## config.mk

```make
export PLATFORM = sky130hd
export DESIGN_NAME = dpph_ctrl
export DESIGN_NICKNAME = d
export VERILOG_FILES = /design/src/rtl/dpph_pkg.sv /design/src/rtl/dpph_ctrl.sv
export SDC_FILE = /design/constraint.sdc
export NUM_CORES = 1
export LEC_CHECK = 0
export ABC_AREA = 1
export BUFFER_PORTS_ARGS = -buffer_cell sky130_fd_sc_hd__buf_4
export CAP_MARGIN = 40
export CORE_AREA = 5 5 43 45
export CTS_CLUSTER_SIZE = 16
export DETAILED_ROUTE_END_ITERATION = 16
export DIE_AREA = 0 0 48 50
export GPL_TIMING_DRIVEN = 0
export PLACE_DENSITY = 0.7
export SLEW_MARGIN = 20
export SYNTH_ARGS = -nofsm -noshare
export SYNTH_HDL_FRONTEND = slang
export SYNTH_SLANG_ARGS = --single-unit
```

## constraint.sdc

```tcl
create_clock -name clk_i -period 1.1 [get_ports clk_i]
set_input_delay 0.165 -clock clk_i [delete_from_list [all_inputs] [get_ports clk_i]]
set_output_delay 0.165 -clock clk_i [all_outputs]
set_load 0.02 [all_outputs]
```

## src/rtl/dpph_pkg.sv

```systemverilog
package dpph_pkg;

  localparam int unsigned MaxLenDefault = 2048;
  localparam int unsigned HashW = 30;
  localparam int unsigned IdxW  = 12;
  localparam int unsigned SymW  = 8;
  localparam int unsigned FuncW = 2;
  localparam int unsigned StatW = 2;
  localparam int unsigned Lanes = 2;

  typedef logic [HashW-1:0] hash_t;
  typedef logic [Lanes-1:0][HashW-1:0] hash_pair_t;
  typedef logic [Lanes-1:0][HashW:0] mu_pair_t;

  // lane 0: base 37 mod 1000000007, lane 1: base 53 mod 1000000009
  localparam hash_pair_t ModV  = {30'd1000000009, 30'd1000000007};
  localparam hash_pair_t BaseV = {30'd53, 30'd37};
  // Barrett factors floor(2^(2*HashW) / M)
  localparam mu_pair_t MuV = {
    31'((64'd1 << (2 * HashW)) / 64'd1000000009),
    31'((64'd1 << (2 * HashW)) / 64'd1000000007)
  };

  localparam logic [FuncW-1:0] FuncClear  = 2'd0;
  localparam logic [FuncW-1:0] FuncAppend = 2'd1;
  localparam logic [FuncW-1:0] FuncQuery  = 2'd2;

  localparam logic [StatW-1:0] StatOk        = 2'd0;
  localparam logic [StatW-1:0] StatFull      = 2'd1;
  localparam logic [StatW-1:0] StatNotLetter = 2'd2;
  localparam logic [StatW-1:0] StatBadRange  = 2'd3;

  localparam logic [SymW-1:0] SymLow  = 8'd97;
  localparam logic [SymW-1:0] SymHigh = 8'd122;

  typedef enum logic [1:0] {RD_APPEND, RD_QRY_HI, RD_QRY_LO} rd_sel_e;
  typedef enum logic [1:0] {MUL_INIT, MUL_APPEND, MUL_QUERY} mul_sel_e;

  typedef struct packed {
    logic     take_item;
    logic     init_wr;
    logic     init_adv;
    logic     stat_load;
    rd_sel_e  rd_sel;
    logic     mul_go;
    mul_sel_e mul_sel;
    logic     hold_app;
    logic     hold_qry;
    logic     hold_diff;
    logic     app_wr;
    logic     out_load;
    logic     len_clr;
  } cmd_t;

  typedef struct packed {
    logic [FuncW-1:0] func;
    logic             stat_ok;
    logic             init_last;
    logic             mul_done;
  } sts_t;

  function automatic hash_t mod_add(input hash_t a, input hash_t b, input hash_t m);
    logic [HashW:0] s;
    s = {1'b0, a} + {1'b0, b};
    if (s >= {1'b0, m}) begin
      s = s - {1'b0, m};
    end
    return s[HashW-1:0];
  endfunction

  function automatic hash_t mod_sub(input hash_t a, input hash_t b, input hash_t m);
    logic [HashW:0] s;
    if (a >= b) begin
      s = {1'b0, a} - {1'b0, b};
    end else begin
      s = {1'b0, a} + {1'b0, m} - {1'b0, b};
    end
    return s[HashW-1:0];
  endfunction

endpackage

```

## src/rtl/dpph_ctrl.sv

```systemverilog
module dpph_ctrl (
  input  logic           clk_i,
  input  logic           rst_ni,
  input  logic           in_valid_i,
  output logic           in_ready_o,
  output logic           out_valid_o,
  input  logic           out_ready_i,
  input  dpph_pkg::sts_t sts_i,
  output dpph_pkg::cmd_t cmd_o
);
  import dpph_pkg::*;

  localparam logic [3:0] SInitWr   = 4'd0;
  localparam logic [3:0] SInitWait = 4'd1;
  localparam logic [3:0] SIdle     = 4'd2;
  localparam logic [3:0] SDecode   = 4'd3;
  localparam logic [3:0] SAppRd    = 4'd4;
  localparam logic [3:0] SAppWait  = 4'd5;
  localparam logic [3:0] SQryHi    = 4'd6;
  localparam logic [3:0] SQryLo    = 4'd7;
  localparam logic [3:0] SQryMul   = 4'd8;
  localparam logic [3:0] SQryWait  = 4'd9;
  localparam logic [3:0] SFinish   = 4'd10;

  logic [3:0] state_q, state_d;
  logic       out_valid_q, out_valid_d;

  assign in_ready_o  = (state_q == SIdle);
  assign out_valid_o = out_valid_q;

  always_comb begin
    cmd_o   = '0;
    state_d = state_q;
    unique case (state_q)
      SInitWr: begin
        cmd_o.init_wr = 1'b1;
        if (sts_i.init_last) begin
          state_d = SIdle;
        end else begin
          cmd_o.mul_go  = 1'b1;
          cmd_o.mul_sel = MUL_INIT;
          state_d       = SInitWait;
        end
      end
      SInitWait: begin
        if (sts_i.mul_done) begin
          cmd_o.init_adv = 1'b1;
          state_d        = SInitWr;
        end
      end
      SIdle: begin
        if (in_valid_i) begin
          cmd_o.take_item = 1'b1;
          state_d         = SDecode;
        end
      end
      SDecode: begin
        cmd_o.stat_load = 1'b1;
        if (!sts_i.stat_ok) begin
          state_d = SFinish;
        end else begin
          unique case (sts_i.func)
            FuncAppend: begin
              cmd_o.rd_sel = RD_APPEND;
              state_d      = SAppRd;
            end
            FuncQuery: begin
              cmd_o.rd_sel = RD_QRY_HI;
              state_d      = SQryHi;
            end
            default: state_d = SFinish;
          endcase
        end
      end
      SAppRd: begin
        cmd_o.mul_go   = 1'b1;
        cmd_o.mul_sel  = MUL_APPEND;
        cmd_o.hold_app = 1'b1;
        state_d        = SAppWait;
      end
      SAppWait: begin
        if (sts_i.mul_done) begin
          cmd_o.app_wr = 1'b1;
          state_d      = SFinish;
        end
      end
      SQryHi: begin
        cmd_o.hold_qry = 1'b1;
        cmd_o.rd_sel   = RD_QRY_LO;
        state_d        = SQryLo;
      end
      SQryLo: begin
        cmd_o.hold_diff = 1'b1;
        state_d         = SQryMul;
      end
      SQryMul: begin
        cmd_o.mul_go  = 1'b1;
        cmd_o.mul_sel = MUL_QUERY;
        state_d       = SQryWait;
      end
      SQryWait: begin
        if (sts_i.mul_done) begin
          state_d = SFinish;
        end
      end
      SFinish: begin
        // hold the result until the output register is free
        if (!out_valid_q || out_ready_i) begin
          cmd_o.out_load = 1'b1;
          cmd_o.len_clr  = (sts_i.func == FuncClear);
          state_d        = SIdle;
        end
      end
      default: state_d = SIdle;
    endcase
  end

  always_comb begin
    if (cmd_o.out_load) begin
      out_valid_d = 1'b1;
    end else if (out_ready_i) begin
      out_valid_d = 1'b0;
    end else begin
      out_valid_d = out_valid_q;
    end
  end

  always_ff @(posedge clk_i or negedge rst_ni) begin
    if (!rst_ni) begin
      state_q     <= SInitWr;
      out_valid_q <= 1'b0;
    end else begin
      state_q     <= state_d;
      out_valid_q <= out_valid_d;
    end
  end

  a_done_in_wait: assert property (@(posedge clk_i) disable iff (!rst_ni)
    sts_i.mul_done |->
      (state_q == SInitWait || state_q == SAppWait || state_q == SQryWait))
    else $error("multiplier finished outside a wait state");

  a_one_item: assert property (@(posedge clk_i) disable iff (!rst_ni)
    (in_valid_i && in_ready_o) |=> !in_ready_o)
    else $error("second word taken while one is in work");

  a_finish_holds: assert property (@(posedge clk_i) disable iff (!rst_ni)
    (state_q == SFinish && out_valid_q && !out_ready_i) |=>
      (state_q == SFinish && out_valid_q))
    else $error("pending result overwritten");

endmodule

```

==> results.tsv <==
metric	value	unit
Cell Rows	14	
dpl hpwl	1.16	mm
PwrDens	2390	nW/um^2
DR iter-0 viols	15	
DR vias/cell	4.82	
Slew @ Worst Pin	0.200	ns
GP Congestion	0.813	
Setup TNS	-5.58	ns
static leakage	0.528	nW
drt first pass iters	5	
#FFs+latches synth	5	
Worst Reg-to-Reg Cells	8	
Die X-Extent	48	um
final antenna diode count	0	
Critical R2R Capture	state_q[1]	
Max Fclk	678	MHz
final net count	140	
largest net degree at the start of global routing	9	
DRC Markers	0	
vias in the first global route	666	
Syn Std Cell Area	528	um^2
fraction of layout cells with a size suffix above 1	0.567	
outcome	finished with violations	
CP max FO	4	
startpoint types	flip-flop	
largest cells by area after synthesis	dfrtp_1, nand2_1, nor2_1, inv_1, nand3_1	
Die ar.	2400	um^2
worst endpoint required time	0.94	ns
worst-case clock buffer depth	2	
Initial Util	0.368	
post-route ant nets	0	
Core ar.	1440	um^2
final wirelength	1.69	mm
Critical Path, Cell by Cell	nor2_1 -> nand2_1 -> a21oi_4 -> buf_4	
crit-path max cell delay	0.46	ns
skew final	0.00157	ns
Setup-failing EPs final	20	
vias	689	
CP Capture Type	primary output	
initial antenna violation count	0	
Crit. path cell count	4	
commonest non-fill, non-tap cell in the layout	buf_4	
Num CTS Buffers	3	
filler instances	112	
port buffer count	25	
clk root buf	clkbuf_4	
Sinks on Clock Net	5	
failing checks	setup timing	
Total Routing Usage GR	0.149	
Hold WC Path Type	input pin to flip-flop	
IO Count	26	
Worst Path Class, Setup	flip-flop to primary output	
max-cap violation count	0	
synth-to-layout area growth	95.5	%
register area share after synthesis	0.237	
mean post-synth cell area	5.87	um^2
crit share post-route	1.34	
Post-Synthesis Cells	90	
headroom to the max-slew limit	0.865	
CP Capture Point	cmd_o[8]	
RSZ-0062 raised after global routing	true	
Buffers & Inverters on Critical Path	1	
syn_nets	102	
most frequent cells in the layout	buf_4, nand2_1, buf_6	
later-pin clock latency in the skew report	0.24	ns
r2r setup slk	-0.26	ns
Hold Vio Cnt, Final	0	
Synthesis Warnings	0	
Cells after DPL	131	
wire per inst	11.8	um
htree depth	1	
WP data arrival	1.31	ns
Hold WS	0.208	ns
dpl ws	-0.217	ns
RR Startpoint	state_q[2]	
final core utilization	0.719	
CTS tree	done	
first-pass GRT wire length	2.64	mm
Non-Filler Instances	143	
Top Family by Delay on Critical Path	flip-flops	
maximum vdd drop	1230	uV
Die Span Y	50	um
gr ovfl total	0	
Slew Viols, Final	0	
flip-flop and latch area	129	um^2
multi-input combinational cell area	455	um^2
Reg clk slew, reported paths	0.04	ns
Worst Setup SP	state_q[0]	
Synth cell types	16	
post-synth top area share	0.237	
minimum clock period	1.48	ns
final setup margin	-0.375	ns
slowest CP cell	dfrtp_2	
Yosys top cell by area	dfrtp_1	
## metal layers
metal / global-route usage / wire, um / up-vias / part of all wire
li1: - / - / 345 / -
met1: 0.181 / 660 / 312 / 0.39
met2: 0.233 / 906 / 30 / 0.54
met3: 0.0436 / 107 / 2 / 0.063
met4: 0.0628 / 14 / 0 / 0.0083
met5: 0 / 0 / - / 0
## kinds of logic after synthesis
| logic type | after synthesis | share of synthesized area |
|---|---|---|
| AOI/OAI and AO/OA | 3 | 0.0355 |
| and+or+nand+nor | 59 | 0.491 |
| buffers and inverters | 20 | 0.166 |
| adders and majority gates | 3 | 0.0711 |
| DFF | 5 | 0.237 |
## how the worst min path moves through the flow
| stage | start | to | slack, ns | cells after the start |
|---|---|---|---|---|
| detailed placement | rst_ni | out_valid_o | -0.03 | 1 |
| global route | out_ready_i | out_valid_o | 0.24 | 4 |
| finish | out_ready_i | out_valid_o | 0.21 | 4 |
| global placement | rst_ni | state_q[0] | -0.03 | 1 |
| CTS | out_ready_i | out_valid_o | 0.21 | 4 |
| floorplan | rst_ni | out_valid_o | -0.13 | 0 |
## synth_stat cells
| cell | count |
|---|---|
| nand2_1 | 23 |
| nor2_1 | 16 |
| inv_1 | 14 |
| nand3_1 | 10 |
| dfrtp_1 | 5 |
| nor2_2 | 4 |
| buf_4 | 3 |
| ha_1 | 3 |
| nor3_1 | 3 |
| inv_2 | 2 |
| o21ai_0 | 2 |
| a21oi_2 | 1 |
| and3_1 | 1 |
| buf_2 | 1 |
| nand2_2 | 1 |
| nand3_2 | 1 |
## metrics by stage
step,instance area (um^2),total power [W]
floorplan,607,0.00133
global placement,815,0.00172
detailed placement,815,0.00174
CTS,965,0.00229
global route,1030,0.00266
finish,1030,0.00247
## flip-flops by register name (all words and copies together) (netlist names)
register / flops
state_q: 4
out_valid_o: 1
## where the power goes
part	internal (W)	leakage, nW	switching [W]	total (W)
registers	0.000273	0.0605	0.000127	0.000400
clock network	0.000137	0.0150	0.0000786	0.000216
logic	0.000761	0.453	0.00109	0.00185
## worst register-to-register path: stages (launching register included)
cell and delay (ns):
dfrtp_1 0.37, buf_6 0.15, buf_4 0.14, nor2_4 0.13, nand3_1 0.16, nand3_2 0.13, inv_1 0.06, nand2_1 0.07
nand2_1 0.04
## area by class of cell
| class | instances | area share |
|---|---|---|
| Sequential cell | 5 | 0.125 |
| Tap cell | 16 | 0.0194 |
| Timing Repair Buffer | 34 | 0.290 |
| Inverter | 16 | 0.0703 |
| Buffer | 3 | 0.0291 |
| Clock buffer | 4 | 0.0255 |
| Multi-Input combinational cell | 65 | 0.441 |
## what timing repair did
action / CTS / global route
hold buffers: 1 / 0
pin swaps: 12 / 5
endpoints found under the hold margin: 5 / 0
setup endpoints to repair: 20 / 20
buffers inserted: 5 / 3
gates resized for setup: 24 / 14
gates cloned: 0 / 0
Note: power is estimated with default switching activity, not from simulation.
